===== config.mk =====
export PLATFORM = sky130hd
export DESIGN_NAME = typed_label_table_unit
export DESIGN_NICKNAME = d
export VERILOG_FILES = /design/src/rtl/tlt_pkg.sv /design/src/rtl/tlt_cell.sv /design/src/rtl/tlt_ctrl.sv /design/src/rtl/typed_label_table_unit.sv
export SDC_FILE = /design/constraint.sdc
export NUM_CORES = 1
export LEC_CHECK = 0
export BUFFER_PORTS_ARGS = -buffer_cell sky130_fd_sc_hd__buf_2
export CAP_MARGIN = 20
export CELL_PAD_IN_SITES_DETAIL_PLACEMENT = 0
export CELL_PAD_IN_SITES_GLOBAL_PLACEMENT = 1
export CORE_ASPECT_RATIO = 2
export CORE_UTILIZATION = 52
export CTS_BUF_LIST = sky130_fd_sc_hd__clkbuf_4 sky130_fd_sc_hd__clkbuf_8
export DETAILED_ROUTE_END_ITERATION = 16
export GPL_ROUTABILITY_DRIVEN = 0
export PLACE_DENSITY_LB_ADDON = 0.1
export SYNTH_ARGS = -nofsm -noshare
export SYNTH_HDL_FRONTEND = slang
export SYNTH_SLANG_ARGS = --single-unit

===== constraint.sdc =====
create_clock -name clk -period 52.9 [get_ports clk]
set_input_delay 10.58 -clock clk [delete_from_list [all_inputs] [get_ports clk]]
set_output_delay 10.58 -clock clk [all_outputs]
set_load 0.005 [all_outputs]

===== src/rtl/tlt_pkg.sv =====
package tlt_pkg;

  localparam int CNT_W = 6;
  localparam logic [7:0] EMPTY_TYPE = 8'hFF;

  typedef enum logic [1:0] {
    OP_READ   = 2'd0,
    OP_ADD    = 2'd1,
    OP_UPDATE = 2'd2,
    OP_ERASE  = 2'd3
  } op_t;

  typedef enum logic [1:0] {
    ST_OK       = 2'd0,
    ST_REJECTED = 2'd1,
    ST_PENDING  = 2'd2,
    ST_EMPTY    = 2'd3
  } status_t;

  typedef enum logic [1:0] {
    S_IDLE,
    S_SCAN,
    S_RESP
  } state_t;

  typedef struct packed {
    op_t         opcode;
    logic [7:0]  label_type;
    logic [15:0] label_value;
    logic        last_in_batch;
    logic [7:0]  read_limit;
  } in_item_t;

  typedef struct packed {
    status_t           status;
    logic [7:0]        entry_type;
    logic [15:0]       entry_value;
    logic [CNT_W-1:0]  stored_entries;
    logic              last_result;
  } out_item_t;

  typedef struct packed {
    logic [7:0]  etype;
    logic [15:0] evalue;
  } entry_t;

  // ring control from the sequencer to the cell row
  typedef struct packed {
    logic   shift;
    entry_t fb;
  } ring_ctl_t;

endpackage


===== src/rtl/tlt_cell.sv =====
module tlt_cell (
  input  logic            clk,
  input  logic            shift,
  input  tlt_pkg::entry_t din,
  output tlt_pkg::entry_t dout
);

  tlt_pkg::entry_t ent_r;

  // payload only, no reset
  always_ff @(posedge clk) begin
    if (shift) begin
      ent_r <= din;
    end
  end

  assign dout = ent_r;

endmodule


===== src/rtl/tlt_ctrl.sv =====
module tlt_ctrl #(
  parameter int MAX_ENTRIES = 42
) (
  input  logic               clk,
  input  logic               rst_n,
  input  logic               in_valid,
  input  tlt_pkg::in_item_t  in_data,
  output logic               in_stall,
  output logic               out_valid,
  output tlt_pkg::out_item_t out_data,
  input  logic               out_stall,
  input  tlt_pkg::entry_t    head,
  output tlt_pkg::ring_ctl_t ring
);

  localparam int W = tlt_pkg::CNT_W;
  localparam logic [W-1:0] LAST_STEP = W'(MAX_ENTRIES - 1);

  tlt_pkg::state_t    state_r, state_nxt;
  logic [W-1:0]       k_r, k_nxt;
  tlt_pkg::op_t       op_r, op_nxt;
  logic [7:0]         ty_r, ty_nxt;
  logic [15:0]        val_r, val_nxt;
  logic               last_r, last_nxt;
  logic [W-1:0]       n_r, n_nxt;
  logic [W-1:0]       used_r, used_nxt;
  logic               match_r, match_nxt;
  logic               ins_r, ins_nxt;
  logic [W-1:0]       committed_r, committed_nxt;
  logic [W-1:0]       staged_r, staged_nxt;
  logic               rej_r, rej_nxt;
  logic               out_valid_r, out_valid_nxt;
  tlt_pkg::out_item_t out_data_r, out_data_nxt;

  logic         out_free, in_acc, hit, scan_emit, advance, scan_end;
  logic [W-1:0] n_in;
  logic         rej_after;
  logic [W-1:0] staged_after;

  assign out_free  = !out_valid_r || !out_stall;
  assign in_acc    = in_valid && (state_r == tlt_pkg::S_IDLE) && out_free;
  assign in_stall  = !((state_r == tlt_pkg::S_IDLE) && out_free);
  assign hit       = (head.etype == ty_r);
  assign scan_emit = (op_r == tlt_pkg::OP_READ) && (k_r < n_r);
  assign advance   = (state_r == tlt_pkg::S_SCAN) && (!scan_emit || out_free);
  assign scan_end  = advance && (k_r == LAST_STEP);
  assign n_in      = ({2'b00, committed_r} < in_data.read_limit) ? committed_r
                                                                 : in_data.read_limit[W-1:0];
  assign rej_after    = rej_r || !ins_r;
  assign staged_after = staged_r + {{(W-1){1'b0}}, ins_r};

  always_comb begin
    state_nxt = state_r;
    unique case (state_r)
      tlt_pkg::S_IDLE: begin
        if (in_acc && (in_data.opcode != tlt_pkg::OP_ERASE) &&
            !((in_data.opcode == tlt_pkg::OP_READ) && (n_in == '0))) begin
          state_nxt = tlt_pkg::S_SCAN;
        end
      end
      tlt_pkg::S_SCAN: begin
        if (scan_end) begin
          state_nxt = (op_r == tlt_pkg::OP_READ) ? tlt_pkg::S_IDLE : tlt_pkg::S_RESP;
        end
      end
      tlt_pkg::S_RESP: begin
        if (out_free) begin
          state_nxt = tlt_pkg::S_IDLE;
        end
      end
      default: state_nxt = tlt_pkg::S_IDLE;
    endcase
  end

  always_comb begin
    k_nxt         = k_r;
    op_nxt        = op_r;
    ty_nxt        = ty_r;
    val_nxt       = val_r;
    last_nxt      = last_r;
    n_nxt         = n_r;
    used_nxt      = used_r;
    match_nxt     = match_r;
    ins_nxt       = ins_r;
    committed_nxt = committed_r;
    staged_nxt    = staged_r;
    rej_nxt       = rej_r;
    out_valid_nxt = out_valid_r && out_stall;
    out_data_nxt  = out_data_r;
    ring.shift    = advance;
    ring.fb       = head;

    unique case (state_r)
      tlt_pkg::S_IDLE: begin
        if (in_acc) begin
          op_nxt    = in_data.opcode;
          ty_nxt    = in_data.label_type;
          val_nxt   = in_data.label_value;
          last_nxt  = in_data.last_in_batch;
          n_nxt     = n_in;
          used_nxt  = committed_r + staged_r;
          match_nxt = 1'b0;
          ins_nxt   = 1'b0;
          k_nxt     = '0;
          if (in_data.opcode == tlt_pkg::OP_ERASE) begin
            committed_nxt = '0;
            staged_nxt    = '0;
            rej_nxt       = 1'b0;
            out_valid_nxt = 1'b1;
            out_data_nxt  = '{tlt_pkg::ST_OK, 8'd0, 16'd0, '0, 1'b1};
          end else if ((in_data.opcode == tlt_pkg::OP_READ) && (n_in == '0)) begin
            out_valid_nxt = 1'b1;
            out_data_nxt  = '{tlt_pkg::ST_EMPTY, 8'd0, 16'd0, committed_r, 1'b1};
          end
        end
      end
      tlt_pkg::S_SCAN: begin
        if (advance) begin
          k_nxt = k_r + W'(1);
          unique case (op_r)
            tlt_pkg::OP_READ: begin
              if (scan_emit) begin
                out_valid_nxt = 1'b1;
                out_data_nxt  = '{tlt_pkg::ST_OK, head.etype, head.evalue, committed_r,
                                  (k_r == n_r - W'(1))};
              end
            end
            tlt_pkg::OP_ADD: begin
              if ((k_r < used_r) && hit) begin
                match_nxt = 1'b1;
              end
              // the insert slot comes after every slot the duplicate check covers
              if ((k_r == used_r) && !rej_r && (ty_r != tlt_pkg::EMPTY_TYPE) && !match_r) begin
                ring.fb = '{ty_r, val_r};
                ins_nxt = 1'b1;
              end
            end
            tlt_pkg::OP_UPDATE: begin
              if ((k_r < committed_r) && hit && (ty_r != tlt_pkg::EMPTY_TYPE)) begin
                ring.fb.evalue = val_r;
                match_nxt      = 1'b1;
              end
            end
            default: ;
          endcase
        end
      end
      tlt_pkg::S_RESP: begin
        if (out_free) begin
          out_valid_nxt = 1'b1;
          if (op_r == tlt_pkg::OP_ADD) begin
            if (last_r) begin
              if (!rej_after) begin
                committed_nxt = committed_r + staged_after;
              end
              staged_nxt   = '0;
              rej_nxt      = 1'b0;
              out_data_nxt = '{rej_after ? tlt_pkg::ST_REJECTED : tlt_pkg::ST_OK, 8'd0, 16'd0,
                               rej_after ? committed_r : committed_r + staged_after, 1'b1};
            end else begin
              staged_nxt   = staged_after;
              rej_nxt      = rej_after;
              out_data_nxt = '{tlt_pkg::ST_PENDING, 8'd0, 16'd0, committed_r, 1'b1};
            end
          end else begin
            out_data_nxt = '{match_r ? tlt_pkg::ST_OK : tlt_pkg::ST_REJECTED, 8'd0, 16'd0,
                             committed_r, 1'b1};
          end
        end
      end
      default: ;
    endcase
  end

  always_ff @(posedge clk) begin
    if (!rst_n) begin
      state_r     <= tlt_pkg::S_IDLE;
      committed_r <= '0;
      staged_r    <= '0;
      rej_r       <= 1'b0;
      out_valid_r <= 1'b0;
    end else begin
      state_r     <= state_nxt;
      committed_r <= committed_nxt;
      staged_r    <= staged_nxt;
      rej_r       <= rej_nxt;
      out_valid_r <= out_valid_nxt;
    end
  end

  always_ff @(posedge clk) begin
    k_r        <= k_nxt;
    op_r       <= op_nxt;
    ty_r       <= ty_nxt;
    val_r      <= val_nxt;
    last_r     <= last_nxt;
    n_r        <= n_nxt;
    used_r     <= used_nxt;
    match_r    <= match_nxt;
    ins_r      <= ins_nxt;
    out_data_r <= out_data_nxt;
  end

  assign out_valid = out_valid_r;
  assign out_data  = out_data_r;

endmodule


===== src/rtl/typed_label_table_unit.sv =====
// typed label table: packed table of up to MAX_ENTRIES typed 16-bit labels
// input channel in_valid / in_stall / in_data carries one command transaction
// (read, add, update, erase); output channel out_valid / out_stall / out_data
// returns result transactions, last_result marks the final one of a command
// entries live in a ring of cells that rotates one slot per cycle past a
// single compare point; read, add and update take one full turn of the ring
// read emits one transaction per committed entry, up to read_limit, as its
// slot passes the head, and the ring pauses while a read result waits on
// out_stall; erase and an empty read answer in the cycle after acceptance;
// add and update scan the whole ring and then answer from the response state
// through the output register; a read result also goes through the output
// register, and further results follow one per cycle unless out_stall holds
// the output; add, update and read are paced by the ring rotation
// one command at a time: in_stall stays high until the command is finished
// and the output register can take its result
// reset (rst_n low, synchronous) clears counts, pending batch and the output
// valid flag; cell contents need no reset since only written slots are read
module typed_label_table_unit #(
  parameter int MAX_ENTRIES = 42
) (
  input  logic               clk,
  input  logic               rst_n,
  input  logic               in_valid,
  output logic               in_stall,
  input  tlt_pkg::in_item_t  in_data,
  output logic               out_valid,
  input  logic               out_stall,
  output tlt_pkg::out_item_t out_data
);

  // cell i hands its entry to cell i-1; the head (cell 0) feeds the sequencer
  tlt_pkg::entry_t    cell_q [MAX_ENTRIES];
  tlt_pkg::entry_t    cell_d [MAX_ENTRIES];
  tlt_pkg::ring_ctl_t ring;

  tlt_ctrl #(
    .MAX_ENTRIES(MAX_ENTRIES)
  ) u_ctrl (
    .clk      (clk),
    .rst_n    (rst_n),
    .in_valid (in_valid),
    .in_data  (in_data),
    .in_stall (in_stall),
    .out_valid(out_valid),
    .out_data (out_data),
    .out_stall(out_stall),
    .head     (cell_q[0]),
    .ring     (ring)
  );

  for (genvar i = 0; i < MAX_ENTRIES; i++) begin : g_cell
    // tail cell closes the ring through the sequencer, which may swap in a
    // new label or a rewritten value
    if (i == MAX_ENTRIES - 1) begin : g_tail
      assign cell_d[i] = ring.fb;
    end else begin : g_mid
      assign cell_d[i] = cell_q[i+1];
    end

    tlt_cell u_cell (
      .clk  (clk),
      .shift(ring.shift),
      .din  (cell_d[i]),
      .dout (cell_q[i])
    );
  end

endmodule

Word-level counts from Yosys, hierarchy flattened
Cells that the tools add are included.
Operators by class
  reduce and logical (&&, ||, !) cells: 42
  add/sub/neg operators: 5
  multiplexer cells: 61
  order comparisons: 4
  equality and inequality tests: 27
Operators by type and width (count)
  two-way mux 33 bit: 9
  one-hot mux 33 bit (3 select lines): 1
  two-way mux 6 bit: 12
  two-way mux 24 bit: 2
  one-hot mux 6 bit (2 select lines): 3
  one-hot mux 16 bit (2 select lines): 1
  two-way mux 1 bit: 21
  less-than comparator 6 bit: 3
  logical AND 1 bit: 16
  two-way mux 16 bit: 1
  inequality test 2 x 1 -> 1 bit (second input constant): 8
  adder 6 bit: 2
  == test 6 bit: 2
  inequality test 3 bit (second input constant): 4
  AND reduction 6 bit: 2
  inequality test 2 bit (second input constant): 5
  AND reduction 5 bit: 2
  == test 8 bit: 1
  zero test 1 bit: 8
  less-than comparator 6 x 8 -> 1 bit: 1
  two-way mux 2 bit: 4
  two-way mux 8 bit: 1
  inequality test 8 bit (second input constant): 1
  one-hot mux 1 bit (2 select lines): 4
  other kinds (16): 25
Word-level totals
  register bits after elaboration: 1104
  input bits: 39
  logic and storage cells: 242
  output and inout port bits: 35

Logic depth before layout (Yosys ltp)
  depth in word-level cells: 8
  gate-level depth with buffers: 10
  gate-level depth less buffers: 10

Cells and area by module
From an unflattened synthesis, not the netlist that was laid out.
Second synthesis, totals
  cell total of the unflattened synthesis: 1519
  area, all modules: 35770.6 um^2
Modules (own cells, without submodules)
  tlt_cell: cells each 24, area an instance 720.7 um^2, instances 42
  tlt_ctrl: cells each 511, area an instance 5501.5 um^2, instances 1

Worst setup path after synthesis
OpenSTA, ideal clock, no wires.
  kind: input to register
  from: input out_stall
  to: register g_cell[0].u_cell.ent_r, in the netlist g_cell[0].u_cell.dout[0] (enable)
  data required time: 50.493 ns
  arrival time: 52.429 ns
  setup slack: -1.936 ns
  stages: 3
  setup time: 2.407 ns
  cells stage by stage: nand2_1 > nor2_1 > nor2_1
Between the ends
  word-level cells in the longest chain between the ends: 4
RTL lines
  start, declared: line typed_label_table_unit.sv:27  | input logic out_stall,
  zero test 1 bit: line tlt_ctrl.sv:40  | assign out_free = !out_valid_r || !out_stall;
  logical OR 1 bit: line tlt_ctrl.sv:40
  logical OR 1 bit: line tlt_ctrl.sv:45  | assign advance = (state_r == tlt_pkg::S_SCAN) && (!scan_emit || out_free);
  logical AND 1 bit: line tlt_ctrl.sv:45
  net g_cell[0].u_cell.shift: line tlt_cell.sv:3  | input logic shift,
  end signal, assigned: line tlt_cell.sv:13  | ent_r <= din;
  end, declared: line tlt_cell.sv:8  | tlt_pkg::entry_t ent_r;
The timed path passes the listed nets, and every way through them passes these cells.
A chain may end at the register's enable or synchronous reset.

Worst setup path after layout
  from: input out_stall
  to: output in_stall
Between the ends
  word-level cells in the longest chain between the ends: 4
RTL lines
  zero test 1 bit: line tlt_ctrl.sv:40
  logical OR 1 bit: line tlt_ctrl.sv:40
  logical AND 1 bit: line tlt_ctrl.sv:42  | assign in_stall = !((state_r == tlt_pkg::S_IDLE) && out_free);
  zero test 1 bit: line tlt_ctrl.sv:42
  end, declared: line typed_label_table_unit.sv:24  | output logic in_stall,
No other way between the ends.

==> results.cfg <==
[outcome]
status = finished clean

[routing]
met1_length_um = 24300
wl_per_cell_um = 19.2
dr.max_layer_used = met4
vias = 14300
firstDrtPassIters = 5
drc = 0
routed_wl_um = 53300
met2_length_um = 25300
wl_met3_um = 2070
ant_nets = 0
drt-initial-drc-count = 1021
viasPerCell = 5.15

[yosys]
synthAdderAreaFrac_pct = 1.63
synth_nets = 1647
yosysSeqAreaShare_pct = 91.3
syn_area_sq_um = 36100
ys_async_sr_fraction_pct = 0
syn_inst = 1562
syn_area_per_cell_sq_um = 23.1
synth-simple-area-share_pct = 2.22
yosys.cell_types.count = 64
yosysTopAreaCell = edfxtp_1
synth_top_family_by_area = compound AO/OA/AOI/OAI gates
synth_compound_area_share_pct = 2.49
synth-xor-area-share_pct = 0.703
yosysWarningCount = 0
synth_area_leaders = edfxtp_1 90%, ha_1 1.5%, dfxtp_1 0.89%
ys_ff_latch = 1104
synth_top_area_share_pct = 90.4
synth_ff_type = edfxtp_1
muxShareOfSynthArea_pct = 0.869
synth_edf_count = 1088

[timing]
worst_pin_slew_ns = 1.04
clock_skew_ns = 0.0307
min_period_ns = 21.67
drv_slew = 0
setup_viol = 0
finalHoldViolCount = 0
rsz0062_at_grt = false
period_share_pct = 41.0
layout_setup_ws_ns = 31.23
fmax_mhz = 46.1
relSlewSlack_pct = 30.7
fin_setup_tns_ns = 0
hold_slack_ns = 0.398

[critical_path]
slowest_delay_ns = 0.15
crit_type = input port to output pin
rr_worst_depth = 10
crit_path_end_kind = output pin
critPathLaunchType = input port
crit_path_max_fanout = 6
crit_chain = buf_2 > nand2_1 > nand2_1 > buf_2
critPathArrivalTime_ns = 11.09
required_ns = 42.32
critPathSlowestCell = nand2_1

[cts]
hold_buffers = 0
cts_resized = 0
clkTransAtPathRegs_ns = 0.07
cts_tree = yes
clockRootBuffer = clkbuf_8
cts_sinks = 1104
clock_path_buffers = 3
cts_made_buffers = 146
post_cts_buffers = 0
clk_latency_ns = 0.75
ctsHtreeMaxLevel = 4

[finish]
final_cells = 2782
stdcell_area_sq_um = 40500
seqCellArea_sq_um = 33000
finish.utilization_pct = 59.0
n_fill_cell = 5001
multi_input_area_sq_um = 2880
drive_gt1_share_pct = 18.9
synthToLayoutAreaGrowth_pct = 12.2
nets = 1867

[place]
numPortBuffers = 73
place_area_sq_um = 37700
place_ws_ns = 31.23
dpl.hpwl_um = 28200
dp.cells = 2530

[global_route]
grt_pass1_wl_um = 85100
grt_antenna_before_repair = 1
grt.total_usage_pct = 16.0
grt_max_degree = 193
overflow = 0
first_global_vias = 15000

[pwr]
peakVddDrop_mv = 0.0293
powerDensity_nw_per_um2 = 45.0
total_power_mw = 1.82
cellLeakagePower_nw = 13.4

[worst_hold_path]
holdPathStages = 0
worstHoldPathType = flip-flop to flip-flop

[die]
die_x_um = 188
core-area_sq_um = 68700
row_count = 136
die_area_sq_um = 70600
start_util_pct = 52.5
die_y_um = 375
io_pins = 74

[flow_run]
drv_cap = 0
worst paths after layout:
kind | start | endpoint | slack (ns)
worst max-delay path | out_stall | in_stall | 31.23
worst min-delay path | g_cell[21].u_cell.dout[16] | g_cell[20].u_cell.dout[16] | 0.40
worst max register to register | u_ctrl.k_r[4] | g_cell[3].u_cell.dout[14] | 47.74
worst min register to register | g_cell[21].u_cell.dout[16] | g_cell[20].u_cell.dout[16] | 0.40
worst max-delay path, delay by kind of cell:
kind	cells	cell delay, ns
buffers and inverters	2	0.28
AND/OR/NAND/NOR	2	0.23
power breakdown:
group	total (mW)	switching [mW]	internal, mW
combinational	0.0925	0.0716	0.0210
clock	0.620	0.300	0.320
sequential	1.11	0.0289	1.08
routing by layer:
layer | track usage (%) | up-vias
met1 | 23.0 | 7285
met5 | 0 | -
li1 | - | 6609
met2 | 23.7 | 300
met4 | 7.36 | 0
met3 | 3.51 | 129
logic make-up (layout without fill, tap and decap cells):
logic type | after synthesis | count (layout)
buffers and inverters | 68 | 389
AO/OA/AOI/OAI | 133 | 133
adder cells (fa/ha/maj) | 46 | 46
AND/OR/NAND/NOR | 154 | 154
XOR/XNOR | 29 | 29
other | 0 | 2
multiplexers | 28 | 28
flip-flops | 1104 | 1104
layout by cell type, fill, tap and decap left out, types with 11 or more instances in the layout:
| master | synthesis | layout |
|---|---|---|
| a22oi_1 | 20 | 20 |
| buf_2 | 2 | 73 |
| clkbuf_4 | 0 | 41 |
| clkinv_2 | 0 | 14 |
| mux2_2 | 26 | 26 |
| a21oi_1 | 25 | 25 |
| clkbuf_8 | 0 | 152 |
| and2_1 | 26 | 26 |
| xnor2_1 | 13 | 13 |
| xor2_1 | 16 | 16 |
| o21ai_0 | 11 | 11 |
| edfxtp_1 | 1088 | 1088 |
| dfxtp_1 | 16 | 16 |
| clkinv_1 | 0 | 26 |
| o21ai_1 | 26 | 26 |
| nand3_1 | 15 | 15 |
| nand2_1 | 49 | 49 |
| buf_4 | 0 | 15 |
| ha_1 | 44 | 44 |
| inv_1 | 47 | 46 |
| nor2_1 | 27 | 26 |
synthesized netlist by cell type (16+ instances only):
| master | count |
|---|---|
| a21oi_1 | 25 |
| dfxtp_1 | 16 |
| xor2_1 | 16 |
| mux2_2 | 26 |
| and2_1 | 26 |
| nor2_1 | 27 |
| ha_1 | 44 |
| o21ai_1 | 26 |
| nand2_1 | 49 |
| edfxtp_1 | 1088 |
| a22oi_1 | 20 |
| inv_1 | 47 |
sequential cells by signal, summed over array words and instances (netlist names):
register,flops
u_ctrl.val_r,16
u_ctrl.out_data,33
u_ctrl.ty_r,8
u_ctrl.match_r,1
u_ctrl.rej_r,1
u_ctrl.op_r,2
u_ctrl.k_r,6
u_ctrl.committed_r,6
g_cell.u_cell.dout,1008
u_ctrl.used_r,6
u_ctrl.staged_r,6
u_ctrl.out_valid,1
u_ctrl.last_r,1
u_ctrl.n_r,6
u_ctrl.ins_r,1
u_ctrl.state_r,2
cell type report:
class / instances / area share [%]
clock buffers: 193 / 5.92
repair buffers: 91 / 1.33
diodes: 2 / 0.0123
inverters: 49 / 0.454
flip-flops and latches: 1104 / 81.4
multi-input cells: 390 / 7.10
well taps: 897 / 2.77
clock inverters: 56 / 1.02
(Power assumes the default switching activity.)
